File: src/rtl/sterm_pkg.sv
// types, constants and tables for the solar term date pipeline
`timescale 1ns / 1ps
`default_nettype none
package sterm_pkg;

  localparam int YEAR_W   = 14;
  localparam int TERM_W   = 5;
  localparam int MONTH_W  = 4;
  localparam int DAY_W    = 5;
  localparam int IN_W     = 24;
  localparam int OUT_W    = 32;
  localparam int OUT_PAD  = OUT_W - (YEAR_W + MONTH_W + DAY_W + TERM_W);

  localparam int TMM_W    = 29;
  localparam int X1_W     = 33;
  localparam int QDAY_W   = 13;
  localparam int DN_W     = 23;
  localparam int QCYC_W   = 6;
  localparam int SC_W     = 30;
  localparam int EY_W     = 15;
  localparam int REM_W    = 16;
  localparam int QM_W     = 4;
  localparam int REM2_W   = 12;
  localparam int Q100_W   = 8;
  localparam int Q400_W   = 6;
  localparam int DIFF_W   = 25;
  localparam int DB_W     = 9;

  // time base in thousandths of a minute
  localparam longint unsigned MMIN_PER_DAY   = 64'd1440000;
  localparam longint unsigned EPOCH_MMIN     = 64'd693966 * 64'd1440000 + 64'd125000;
  localparam longint unsigned MEAN_YEAR_MMIN = 64'd525948768;
  localparam longint unsigned BASE_YEAR      = 64'd1900;
  localparam longint unsigned MMIN_PER_MIN   = 64'd1000;
  localparam longint unsigned YEAR_DAYS      = MEAN_YEAR_MMIN / MMIN_PER_DAY;
  localparam longint unsigned YEAR_FRAC_MMIN = MEAN_YEAR_MMIN % MMIN_PER_DAY;
  localparam longint unsigned BIAS_MMIN      = EPOCH_MMIN - MEAN_YEAR_MMIN * BASE_YEAR;

  localparam int              DAY_SHIFT      = 8;
  localparam longint unsigned DAY_ODD        = MMIN_PER_DAY >> DAY_SHIFT;

  localparam longint unsigned CYCLE_DAYS     = 64'd146097;
  localparam longint unsigned SCALED_YEAR    = 64'd36524;
  localparam longint unsigned SCALED_MONTH   = 64'd3044;
  localparam longint unsigned DAY_SCALE      = 64'd100;
  localparam longint unsigned CENTURY        = 64'd100;
  localparam longint unsigned QUAD_CENTURY   = 64'd400;

  // reciprocals: shift = dividend bits + divisor bits gives exact floor
  localparam int              RCP_DAY_SH  = (X1_W - DAY_SHIFT) + 13;
  localparam int              RCP_DAY_W   = 26;
  localparam longint unsigned RCP_DAY     = ((64'd1 << RCP_DAY_SH) + DAY_ODD - 1) / DAY_ODD;

  localparam int              RCP_CYC_SH  = DN_W + 18;
  localparam int              RCP_CYC_W   = 24;
  localparam longint unsigned RCP_CYC     =
    ((64'd1 << RCP_CYC_SH) + CYCLE_DAYS - 1) / CYCLE_DAYS;

  localparam int              RCP_YR_SH   = SC_W + 16;
  localparam int              RCP_YR_W    = 31;
  localparam longint unsigned RCP_YR      =
    ((64'd1 << RCP_YR_SH) + SCALED_YEAR - 1) / SCALED_YEAR;

  localparam int              RCP_MON_SH  = REM_W + 12;
  localparam int              RCP_MON_W   = 17;
  localparam longint unsigned RCP_MON     =
    ((64'd1 << RCP_MON_SH) + SCALED_MONTH - 1) / SCALED_MONTH;

  localparam int              RCP_DS_SH   = REM2_W + 7;
  localparam int              RCP_DS_W    = 13;
  localparam longint unsigned RCP_DS      = ((64'd1 << RCP_DS_SH) + DAY_SCALE - 1) / DAY_SCALE;

  localparam int              RCP_C_SH    = EY_W + 7;
  localparam int              RCP_C_W     = 16;
  localparam longint unsigned RCP_C       = ((64'd1 << RCP_C_SH) + CENTURY - 1) / CENTURY;

  localparam int              RCP_Q_SH    = EY_W + 9;
  localparam int              RCP_Q_W     = 16;
  localparam longint unsigned RCP_Q       =
    ((64'd1 << RCP_Q_SH) + QUAD_CENTURY - 1) / QUAD_CENTURY;

  localparam logic [MONTH_W-1:0] JANUARY  = 4'd1;
  localparam logic [MONTH_W-1:0] FEBRUARY = 4'd2;
  localparam logic [MONTH_W-1:0] DECEMBER = 4'd12;

  typedef struct packed {
    logic [YEAR_W-1:0] year;
    logic [TERM_W-1:0] term;
  } sterm_in_t;

  typedef struct packed {
    logic [DN_W-1:0]   dn;
    logic [TERM_W-1:0] term;
  } sterm_dn_t;

  typedef struct packed {
    logic [EY_W-1:0]    y;
    logic [MONTH_W-1:0] m;
    logic [DAY_W-1:0]   d;
    logic [Q100_W-1:0]  y100;
    logic [Q400_W-1:0]  y400;
    logic [DN_W-1:0]    dn;
    logic [TERM_W-1:0]  term;
  } sterm_est_t;

  typedef struct packed {
    logic [YEAR_W-1:0]  year;
    logic [MONTH_W-1:0] month;
    logic [DAY_W-1:0]   day;
    logic [TERM_W-1:0]  term;
  } sterm_out_t;

  // term offset from minor cold, indices past winter solstice saturate
  function automatic logic [TMM_W-1:0] term_mmin(input logic [TERM_W-1:0] idx);
    logic [18:0] mins;
    case (idx)
      5'd0:    mins = 19'd0;
      5'd1:    mins = 19'd21208;
      5'd2:    mins = 19'd42467;
      5'd3:    mins = 19'd63836;
      5'd4:    mins = 19'd85337;
      5'd5:    mins = 19'd107014;
      5'd6:    mins = 19'd128867;
      5'd7:    mins = 19'd150921;
      5'd8:    mins = 19'd173149;
      5'd9:    mins = 19'd195551;
      5'd10:   mins = 19'd218072;
      5'd11:   mins = 19'd240693;
      5'd12:   mins = 19'd263343;
      5'd13:   mins = 19'd285989;
      5'd14:   mins = 19'd308563;
      5'd15:   mins = 19'd331033;
      5'd16:   mins = 19'd353350;
      5'd17:   mins = 19'd375494;
      5'd18:   mins = 19'd397447;
      5'd19:   mins = 19'd419210;
      5'd20:   mins = 19'd440795;
      5'd21:   mins = 19'd462224;
      5'd22:   mins = 19'd483532;
      default: mins = 19'd504758;
    endcase
    return TMM_W'(mins) * TMM_W'(MMIN_PER_MIN);
  endfunction

  function automatic logic [DB_W-1:0] days_before(input logic [MONTH_W-1:0] m);
    logic [DB_W-1:0] db;
    case (m)
      4'd1:    db = 9'd0;
      4'd2:    db = 9'd31;
      4'd3:    db = 9'd59;
      4'd4:    db = 9'd90;
      4'd5:    db = 9'd120;
      4'd6:    db = 9'd151;
      4'd7:    db = 9'd181;
      4'd8:    db = 9'd212;
      4'd9:    db = 9'd243;
      4'd10:   db = 9'd273;
      4'd11:   db = 9'd304;
      4'd12:   db = 9'd334;
      default: db = 9'd0;
    endcase
    return db;
  endfunction

  function automatic logic [DAY_W-1:0] month_len(input logic [MONTH_W-1:0] m,
                                                 input logic leap);
    logic [DAY_W-1:0] len;
    case (m)
      4'd2:    len = leap ? 5'd29 : 5'd28;
      4'd4:    len = 5'd30;
      4'd6:    len = 5'd30;
      4'd9:    len = 5'd30;
      4'd11:   len = 5'd30;
      default: len = 5'd31;
    endcase
    return len;
  endfunction

endpackage
`default_nettype wire

File: src/rtl/sterm_daynum.sv
// three-stage day number unit: year and term to whole days since day zero
`timescale 1ns / 1ps
`default_nettype none
module sterm_daynum (
  input  wire                    clk,
  input  wire                    rst_n,
  input  wire                    en,
  input  wire                    vld_i,
  input  sterm_pkg::sterm_in_t   data_i,
  output logic                   vld_o,
  output sterm_pkg::sterm_dn_t   data_o
);
  import sterm_pkg::*;

  localparam int P2_W = (X1_W - DAY_SHIFT) + RCP_DAY_W;

  logic [2:0]            vld_r;
  logic [TERM_W-1:0]     term_r [3];
  logic [YEAR_W-1:0]     year1_r;
  logic [YEAR_W-1:0]     year2_r;
  logic [X1_W-1:0]       x1_r;
  logic [X1_W-1:0]       x1_nxt;
  logic [QDAY_W-1:0]     q2_r;
  logic [QDAY_W-1:0]     q2_nxt;
  logic [P2_W-1:0]       p2;
  logic [DN_W-1:0]       dn3_r;
  logic [DN_W-1:0]       dn3_nxt;

  // fractional part of the mean years plus epoch bias and term offset
  assign x1_nxt = X1_W'(data_i.year) * X1_W'(YEAR_FRAC_MMIN)
                + X1_W'(term_mmin(data_i.term)) + X1_W'(BIAS_MMIN);

  // whole days in the fraction: shift out 2^8, then divide by the odd factor
  assign p2     = P2_W'(x1_r[X1_W-1:DAY_SHIFT]) * P2_W'(RCP_DAY);
  assign q2_nxt = p2[RCP_DAY_SH +: QDAY_W];

  assign dn3_nxt = DN_W'(year2_r) * DN_W'(YEAR_DAYS) + DN_W'(q2_r);

  always_ff @(posedge clk) begin
    if (!rst_n) begin
      vld_r <= '0;
    end else if (en) begin
      vld_r <= {vld_r[1:0], vld_i};
    end
  end

  always_ff @(posedge clk) begin
    if (en) begin
      term_r[0] <= data_i.term;
      term_r[1] <= term_r[0];
      term_r[2] <= term_r[1];
      year1_r   <= data_i.year;
      x1_r      <= x1_nxt;
      year2_r   <= year1_r;
      q2_r      <= q2_nxt;
      dn3_r     <= dn3_nxt;
    end
  end

  assign vld_o       = vld_r[2];
  assign data_o.dn   = dn3_r;
  assign data_o.term = term_r[2];

endmodule
`default_nettype wire

File: config.mk
export PLATFORM = sky130hd
export DESIGN_NAME = sterm_daynum
export DESIGN_NICKNAME = d
export VERILOG_FILES = /design/src/rtl/sterm_pkg.sv /design/src/rtl/sterm_daynum.sv
export SDC_FILE = /design/constraint.sdc
export NUM_CORES = 1
export LEC_CHECK = 0
export ABC_AREA = 1
export BUFFER_PORTS_ARGS = -buffer_cell sky130_fd_sc_hd__buf_4
export CORE_UTILIZATION = 40
export DETAILED_ROUTE_END_ITERATION = 12
export GPL_TIMING_DRIVEN = 0
export PLACE_DENSITY_LB_ADDON = 0.08
export RECOVER_POWER = 25
export SYNTH_ARGS = -nofsm -noshare
export SYNTH_HDL_FRONTEND = slang
export SYNTH_SLANG_ARGS = --single-unit
export TNS_END_PERCENT = 30
File: constraint.sdc
create_clock -name clk -period 10.35 [get_ports clk]
set_clock_uncertainty 0.1 [all_clocks]
set_input_delay 1.035 -clock clk [delete_from_list [all_inputs] [get_ports clk]]
set_output_delay 1.035 -clock clk [all_outputs]
set_load 0.05 [all_outputs]
==> impl_table.tex, run 1 <==
\begin{tabular}{lr}
\hline
Metric & Value \\
\hline
\multicolumn{2}{l}{\textbf{Clocking}} \\
Number of hold-repair buffers added at the cts stage & 0 \\
Buffer count from post-CTS setup fixing & 0 \\
Root cell of the clock tree & clkbuf\_16 \\
Clock-pin slew reported for the worst setup and hold paths after clock tree synthesis & 80 ps \\
Clock latency on the worst-skew pair & 380 ps \\
Clk buf depth & 2 \\
TritonCTS clock tree & built \\
PostCTS Resize Cnt & 0 \\
Number of buffers added by the clock tree synthesis step & 9 \\
Clock sinks & 107 \\
Number of levels in the clock H-tree & 3 \\
\multicolumn{2}{l}{\textbf{Routing}} \\
Average wire length per cell after detail routing & 16.7 um \\
Antenna Nets Post-Route & 0 \\
Number of remaining DRC errors & 0 \\
Iteration count of the initial detailed-routing pass & 5 \\
Via total after detailed routing & 20600 \\
DR iter-0 viols & 1032 \\
Final wirelength & 70800 um \\
Vias per cell & 4.84 \\
\multicolumn{2}{l}{\textbf{Setup path}} \\
Crit path capture type & flip-flop \\
Startpoint kind of the worst setup timing path & input pin \\
Critical path required time & 10460 ps \\
Max FO, Critical Path & 10 \\
Cell type with the highest occurrence count on the critical path & inv\_1 \\
Cell class contributing the biggest share of worst-path delay & adder cells \\
CP max stage delay & 850 ps \\
Highest-delay cell along the critical path & o21ai\_0 \\
Critical path start-end classification & input pin to flip-flop \\
Critical path buffers and inverters & 10 \\
Arrival time at the worst endpoint & 8980 ps \\
\multicolumn{2}{l}{\textbf{Finish}} \\
Fill cells & 6982 \\
Area growth from synthesis to final layout & 6.64\% \\
Proportion of layout cells with a drive suffix above 1 & 0.0274 \\
Total number of nets in the final design & 4271 \\
Register area & 3180 sq um \\
Area occupied by multi-input gates & 21000 sq um \\
Antenna diode count & 0 \\
\multicolumn{2}{l}{\textbf{Synth}} \\
Number of flip-flops and latches in the synthesized netlist & 107 \\
Top post-synthesis cells by area & fa\_1, ha\_1, inv\_1 \\
Post-Synthesis Net Count & 4208 \\
Instance count of the mapped netlist & 3252 \\
Syn avg cell area & 8.54 sq um \\
Cell type with the highest aggregate area in the netlist & fa\_1 \\
Most common library cells after synthesis & inv\_1, ha\_1, nand2\_1 \\
Most numerous cell in the Yosys netlist & inv\_1 \\
Number of unique standard cell types used by synthesis & 51 \\
Area share of the largest cell type after synthesis & 0.298 \\
Dominant register cell in the synthesized netlist & edfxtp\_1 \\
Synth warn & 0 \\
Post-synth design cell area & 27800 sq um \\
Sequential element share of the synthesized area & 0.115 \\
Post-synth EDFFs & 104 \\
Post-synth ARST share & 0 \\
\multicolumn{2}{l}{\textbf{Placement}} \\
IO Port Bufs & 51 \\
Placed wire-length estimate & 64100 um \\
Weighted congestion reported at the end of routability-driven placement & 0.937 \\
\multicolumn{2}{l}{\textbf{Timing}} \\
Unrepaired setup endpoints after global routing & no \\
Minimum clock period after layout & 8870 ps \\
Final sum of negative setup slack & 0 ps \\
Number of max-slew violations in the final report & 0 \\
Final clock period utilization by the worst path & 0.857 \\
Setup violators final & 0 \\
Maximum clock frequency & 113 MHz \\
Max-slew headroom at the worst pin & 0.161 \\
Transition time at the pin with the least slew margin & 1260 ps \\
Final Hold Fails & 0 \\
\multicolumn{2}{l}{\textbf{GRT}} \\
GR Util All Layers & 0.211 \\
Vias in the first global route & 22100 \\
Antenna violations before repair & 2 \\
Wire length of the first global-routing pass & 117000 um \\
Global-route congestion overflow total & 0 \\
Pin count of the biggest net entering global routing & 109 \\
\multicolumn{2}{l}{\textbf{Die}} \\
Initial core utilization & 0.404 \\
Width of the chip & 266 um \\
Number of ports placed on the die boundary & 52 \\
Row count & 96 \\
Area of the die & 70500 sq um \\
Core ar. & 68700 sq um \\
Die Height & 266 um \\
\multicolumn{2}{l}{\textbf{Run}} \\
Count of max-cap constraint violations & 0 \\
\multicolumn{2}{l}{\textbf{Run status}} \\
Result of the run & finished clean \\
\multicolumn{2}{l}{\textbf{Hold path}} \\
Hold/Removal Path Class & flip-flop to flip-flop \\
\hline
\end{tabular}
-- worst paths after layout --
check / to / cells past startpoint / start / slack, ps
worst max register to register: q2_r[2] / 20 / x1_r[21] / 4070
worst min register to register: year2_r[3] / 0 / year1_r[3] / 310
worst max-delay path: x1_r[32] / 36 / data_i[0] / 1480
worst min-delay path: year2_r[3] / 0 / year1_r[3] / 310
-- placed cells by master (no fill, tap or decap), drive strengths merged, types with 2 or more instances in the layout --
cell type / n
a21boi: 2
a21o: 11
a21oi: 186
a31o: 2
a31oi: 3
and2: 4
and3: 2
buf: 48
bufinv: 2
clkbuf: 27
clkinv: 2
dfxtp: 3
edfxtp: 104
fa: 414
ha: 519
inv: 937
nand2: 456
nand3: 88
nand3b: 4
nand4: 33
nor2: 178
nor3: 25
nor4: 7
o211ai: 5
o21a: 7
o21ai: 120
o21bai: 18
o22ai: 3
o31ai: 5
or2: 3
xnor2: 40
xor2: 56
-- logic make-up after synthesis --
kind of cell / synth area share
adder cells (fa/ha/maj): 0.532
buffers and inverters: 0.130
AO/OA/AOI/OAI: 0.0735
AND/OR/NAND/NOR: 0.119
XOR/XNOR: 0.0308
flip-flops: 0.115
-- layer usage --
metal | global-route usage | vias to the layer above | wire length, um
li1 | - | 10200 | -
met3 | 0.0165 | 49 | 1810
met2 | 0.371 | 288 | 34500
met5 | 0 | - | 0
met4 | 0.0366 | 0 | 986
met1 | 0.285 | 10000 | 33600
-- per-stage QoR --
step	worst slack (ps)	instances	area (sq um)	utilization	hold WS, ps
floorplan	2790	3252	27800	-	300
detailed placement	1140	4234	29300	0.427	305
global route	823	4251	29600	0.431	320
CTS	1500	4250	29700	0.432	317
global placement	1180	4234	29300	0.427	302
finish	1480	4251	29600	0.431	312
-- sequential cells by signal, summed over array words and instances, names as in the netlist --
register  count
x1_r         25
dn3_r        23
term_r       15
year1_r      14
year2_r      14
q2_r         13
vld_r         3
-- layout make-up --
cell class | instances | share of cell area
Tap cell | 931 | 0.0393
Clock inverter | 7 | 0.00376
Timing Repair Buffer | 52 | 0.0116
Multi-Input combinational cell | 2196 | 0.708
Sequential cell | 107 | 0.107
Buffer | 14 | 0.00342
Inverter | 935 | 0.119
Clock buffer | 9 | 0.00760
Power of run 1 is not shown: default switching activity piles up to over one toggle a cycle in this logic, so the estimate is an artifact.
==> run 2, diff against run 1 <==
CORE_UTILIZATION = 45   (was 40)
CTS_CLUSTER_SIZE = 40   (was not set)
==> run 2 against run 1 <==
The run now ends with capacitance limit, slew limit left. Routed wire length down 0.33%. Maximum frequency grew 1.3%. Critical path depth is the same. Via count down 0.28%. Register-to-register slack improved by 50 ps. Die area down 11%. Critical path type unchanged. Sequential cell count is the same. Core utilization up 5.3 points. Non-clock buffer count stayed put. Design area shrank 0.79%. Global-route usage increased by 2.5 points.
==> impl_table.tex, run 2 (synthesized netlist as in run 1, its figures left out) <==
\begin{tabular}{lr}
\hline
Metric & Value \\
\hline
\multicolumn{2}{l}{\textbf{Run status}} \\
Failing checks & capacitance limit, slew limit \\
Result of the run & finished with violations \\
\multicolumn{2}{l}{\textbf{Clocking}} \\
Clock-pin slew reported for the worst setup and hold paths after clock tree synthesis & 80 ps \\
Number of levels in the clock H-tree & 3 \\
Clock latency on the worst-skew pair & 390 ps \\
Clk buf depth & 2 \\
Buffer count from post-CTS setup fixing & 0 \\
Root cell of the clock tree & clkbuf\_16 \\
TritonCTS clock tree & built \\
Clock sinks & 107 \\
PostCTS Resize Cnt & 0 \\
Number of buffers added by the clock tree synthesis step & 9 \\
Number of hold-repair buffers added at the cts stage & 0 \\
\multicolumn{2}{l}{\textbf{Setup path}} \\
Startpoint kind of the worst setup timing path & input pin \\
Cell type with the highest occurrence count on the critical path & inv\_1 \\
Highest-delay cell along the critical path & o21ai\_0 \\
Critical path start-end classification & input pin to flip-flop \\
Crit path capture type & flip-flop \\
Max FO, Critical Path & 10 \\
CP max stage delay & 810 ps \\
Arrival time at the worst endpoint & 8870 ps \\
Cell class contributing the biggest share of worst-path delay & adder cells \\
Critical path buffers and inverters & 10 \\
Worst R2R Setup Slack & 4120 ps \\
Critical path required time & 10470 ps \\
\multicolumn{2}{l}{\textbf{Die}} \\
Row count & 90 \\
Area of the die & 62700 sq um \\
Number of ports placed on the die boundary & 52 \\
Core ar. & 60700 sq um \\
Die Height & 250 um \\
Initial core utilization & 0.458 \\
Width of the chip & 250 um \\
\multicolumn{2}{l}{\textbf{Timing}} \\
Maximum clock frequency & 114 MHz \\
Minimum clock period after layout & 8750 ps \\
Max-slew headroom at the worst pin & -0.0469 \\
Transition time at the pin with the least slew margin & 1570 ps \\
Number of max-slew violations in the final report & 27 \\
Unrepaired setup endpoints after global routing & no \\
Final sum of negative setup slack & 0 ps \\
Final Hold Fails & 0 \\
Final clock period utilization by the worst path & 0.845 \\
Setup violators final & 0 \\
\multicolumn{2}{l}{\textbf{Finish}} \\
Proportion of layout cells with a drive suffix above 1 & 0.0271 \\
Antenna diode count & 0 \\
Largest registers & x1\_r x25, dn3\_r x23, term\_r x15 \\
Total number of nets in the final design & 4271 \\
Most common library cell in the layout ignoring fill and taps & inv\_1 \\
Largest register FFs & 25 \\
Area growth from synthesis to final layout & 5.79\% \\
Most flop-heavy register & x1\_r \\
Top library cells by usage in the layout, fill and taps aside & inv\_1, ha\_1, nand2\_1, fa\_1, a21oi\_1 \\
\multicolumn{2}{l}{\textbf{Placement}} \\
Placed wire-length estimate & 64100 um \\
IO Port Bufs & 51 \\
Weighted congestion reported at the end of routability-driven placement & 0.939 \\
\multicolumn{2}{l}{\textbf{GRT}} \\
Antenna violations before repair & 1 \\
Wire length of the first global-routing pass & 115000 um \\
Global-route congestion overflow total & 0 \\
GR Util All Layers & 0.236 \\
Vias in the first global route & 21900 \\
Pin count of the biggest net entering global routing & 109 \\
\multicolumn{2}{l}{\textbf{Routing}} \\
Via total after detailed routing & 20500 \\
Average wire length per cell after detail routing & 17.2 um \\
DR iter-0 viols & 997 \\
Antenna Nets Post-Route & 0 \\
Number of remaining DRC errors & 0 \\
Vias per cell & 5.00 \\
Final wirelength & 70600 um \\
Iteration count of the initial detailed-routing pass & 5 \\
\multicolumn{2}{l}{\textbf{Run}} \\
Count of max-cap constraint violations & 1 \\
\multicolumn{2}{l}{\textbf{Hold path}} \\
Hold/Removal Path Class & flip-flop to flip-flop \\
\hline
\end{tabular}
## run 2: final cells by class
type	instances	area, sq um
well taps	782	978
inverters	935	3510
multi-input cells	2196	21000
clock buffers	11	243
plain buffers	14	101
clock inverters	5	45.0
repair buffers	52	343
fillers	5999	31300
flip-flops and latches	107	3180
## run 2: routing by layer
| metal | GRT usage | vias to the layer above | share of wire |
|---|---|---|---|
| met2 | 0.408 | 347 | 0.48 |
| met4 | 0.0659 | 2 | 0.025 |
| met5 | 0 | - | 0.00018 |
| met1 | 0.313 | 9882 | 0.46 |
| met3 | 0.0243 | 80 | 0.032 |
| li1 | - | 10200 | - |
## run 2: worst register-to-register path, delay by kind of cell, from the launching register on
kind,cells,cell delay (ps)
adders and majority gates,8,3620
and+or+nand+nor,7,1090
DFF,1,620
buffers and inverters,6,530
## run 2: final timing paths
| kind | from | endpoint | cells after the start |
|---|---|---|---|
| setup / recovery | data_i[0] | x1_r[31] | 36 |
| hold / removal | year1_r[2] | year2_r[2] | 0 |
| setup reg to reg | x1_r[19] | q2_r[6] | 21 |
| hold reg to reg | year1_r[2] | year2_r[2] | 0 |
## run 2: through the flow
stage	instances	hold slack (ps)	instance area [sq um]	util	setup slack [ps]
after floorplan	3252	300	27800	-	2790
after global placement	4085	302	29100	0.480	1190
after detailed placement	4085	305	29100	0.480	1150
after CTS	4101	319	29400	0.485	1530
after global routing	4102	329	29400	0.484	853
final	4102	314	29400	0.484	1600
Power of run 2 is left out for the same reason.
==> run 3, diff against run 2 <==
clock period = 7.8 ns   (was 10.35 ns; I/O delays follow)
==> run 3 against run 2 <==
The run now ends clean. First-iteration DRC count stayed put. Global-route usage hardly changed. Via count is 0.38% higher. Non-clock buffer count is 9 higher. Highest routed layer unchanged.
==> impl_table.tex, run 3 (synthesized netlist as in run 1, its figures left out) <==
\begin{tabular}{lr}
\hline
Metric & Value \\
\hline
\multicolumn{2}{l}{\textbf{Run status}} \\
Result of the run & finished clean \\
\multicolumn{2}{l}{\textbf{Finish}} \\
Fill cells & 5940 \\
Largest registers & x1\_r x25, dn3\_r x23, term\_r x15 \\
Post-route cell area & 29900 sq um \\
Most common library cell in the layout ignoring fill and taps & inv\_1 \\
Antenna diode count & 0 \\
Largest register FFs & 25 \\
Proportion of layout cells with a drive suffix above 1 & 0.0550 \\
Total number of nets in the final design & 4280 \\
Top library cells by usage in the layout, fill and taps aside & inv\_1, ha\_1, nand2\_1, fa\_1 \\
Area growth from synthesis to final layout & 7.55\% \\
Most flop-heavy register & x1\_r \\
Layout Cells excl Fill & 4111 \\
\multicolumn{2}{l}{\textbf{GRT}} \\
Vias in the first global route & 22000 \\
Antenna violations before repair & 1 \\
Pin count of the biggest net entering global routing & 109 \\
GR Util All Layers & 0.236 \\
Global-route congestion overflow total & 0 \\
Wire length of the first global-routing pass & 116000 um \\
\multicolumn{2}{l}{\textbf{Routing}} \\
Routed length on met1 & 32800 um \\
Final wirelength & 70900 um \\
Detailed route wirelength on metal3 & 2080 um \\
Via total after detailed routing & 20600 \\
Vias per cell & 5.01 \\
Number of remaining DRC errors & 0 \\
Average wire length per cell after detail routing & 17.2 um \\
Antenna Nets Post-Route & 0 \\
Iteration count of the initial detailed-routing pass & 5 \\
Highest metal used & met5 \\
DR iter-0 viols & 997 \\
Met2 layer wire length in the routed design & 34100 um \\
\multicolumn{2}{l}{\textbf{Setup path}} \\
Max FO, Critical Path & 10 \\
Cell class contributing the biggest share of worst-path delay & adder cells \\
Critical path buffers and inverters & 11 \\
Cell type with the highest occurrence count on the critical path & inv\_1 \\
Arrival time at the worst endpoint & 7500 ps \\
Critical path required time & 7920 ps \\
Highest-delay cell along the critical path & fa\_1 \\
Startpoint kind of the worst setup timing path & input pin \\
Critical path start-end classification & input pin to flip-flop \\
Crit path capture type & flip-flop \\
CP max stage delay & 520 ps \\
\multicolumn{2}{l}{\textbf{Die}} \\
Die Height & 250 um \\
Row count & 90 \\
Number of ports placed on the die boundary & 52 \\
Core ar. & 60700 sq um \\
Area of the die & 62700 sq um \\
Width of the chip & 250 um \\
Initial core utilization & 0.458 \\
\multicolumn{2}{l}{\textbf{Placement}} \\
Setup WS pre-CTS & -1140 ps \\
Number of instances in the placed design & 4085 \\
Placed wire-length estimate & 64100 um \\
IO Port Bufs & 51 \\
Weighted congestion reported at the end of routability-driven placement & 0.939 \\
Placed Instance Area & 29100 sq um \\
\multicolumn{2}{l}{\textbf{Timing}} \\
Transition time at the pin with the least slew margin & 631 ps \\
Minimum clock period after layout & 7380 ps \\
Maximum clock frequency & 136 MHz \\
Setup violators final & 0 \\
Smallest setup slack after layout & 424 ps \\
Final Hold Fails & 0 \\
Final clock period utilization by the worst path & 0.946 \\
Number of max-slew violations in the final report & 0 \\
Max-slew headroom at the worst pin & 0.580 \\
\multicolumn{2}{l}{\textbf{Clocking}} \\
Clk buf depth & 2 \\
Number of levels in the clock H-tree & 3 \\
Root cell of the clock tree & clkbuf\_16 \\
Clock sinks & 107 \\
Number of buffers added by the clock tree synthesis step & 9 \\
Clock-pin slew reported for the worst setup and hold paths after clock tree synthesis & 80 ps \\
Number of hold-repair buffers added at the cts stage & 0 \\
TritonCTS clock tree & built \\
Clock latency on the worst-skew pair & 390 ps \\
\multicolumn{2}{l}{\textbf{Run}} \\
Count of max-cap constraint violations & 0 \\
\multicolumn{2}{l}{\textbf{Hold path}} \\
Hold/Removal Path Class & flip-flop to flip-flop \\
\hline
\end{tabular}
[run 3: changes by cell type in the layout (fill, tap and decap cells not counted), moves of 6 or more]
cell      before  now
nor2_2         1    7
nand2_1      452  445
ha_2           0   10
nor2_1       177  169
o21ai_1       13   20
nand2_2        4   11
a21oi_2        3   15
ha_4           0    7
a21oi_1      181  169
clkbuf_1      19    1
o21ai_0      102   88
o21ai_2        4   10
ha_1         519  502
buf_4         41   65
[run 3: worst paths after layout]
kind	from	endpoint	slack, ps	depth (start not counted)
setup / recovery	data_i[0]	x1_r[32]	420	37
hold / removal	year1_r[2]	year2_r[2]	310	0
setup reg to reg	x1_r[18]	q2_r[6]	1560	21
hold reg to reg	year1_r[2]	year2_r[2]	310	0
[run 3: routing by layer]
layer	vias up	global-route usage
li1	10200	-
met1	9952	0.314
met2	332	0.408
met3	80	0.0240
met4	2	0.0670
met5	-	0
[run 3: worst reg2reg max path, cell delays in order, from the launching register on]
cell and delay, ps:
edfxtp_1 600, inv_1 260, fa_1 580, inv_1 40, ha_1 270, inv_1 40, fa_1 480, inv_1 70
fa_1 500, inv_1 50, fa_1 490, fa_1 530, inv_1 70, fa_1 470, ha_1 330, nand2_1 100
nor2_1 170, nand2_1 110, nor4_1 240, nand3_1 220, nand4_1 150, nand2_1 110
[run 3: stage by stage]
stage / hold slack [ps] / TNS (ps) / util
3_3_place_gp: 302 / -10700 / 0.480
4_1_cts: 319 / 0 / 0.487
3_5_place_dp: 305 / -10770 / 0.480
6_report: 315 / 0 / 0.492
2_1_floorplan: 300 / 0 / -
5_1_grt: 329 / -44.9 / 0.492
[run 3: cell type report]
type	count	area [sq um]	area share
clock inverters	5	45.0	0.00151
repair buffers	61	498	0.0167
plain buffers	14	106	0.00356
clock buffers	11	243	0.00812
flip-flops and latches	107	3180	0.107
well taps	782	978	0.0327
multi-input cells	2196	21300	0.713
inverters	935	3520	0.118
[run 3: repair_timing]
action                                  in CTS  in global routing
pin swaps                                    3                 10
buffers inserted                             2                  7
gates resized for setup                     28                 68
endpoints found under the setup margin      12                 16
cloned                                       0                  0
Power of run 3 is left out for the same reason.
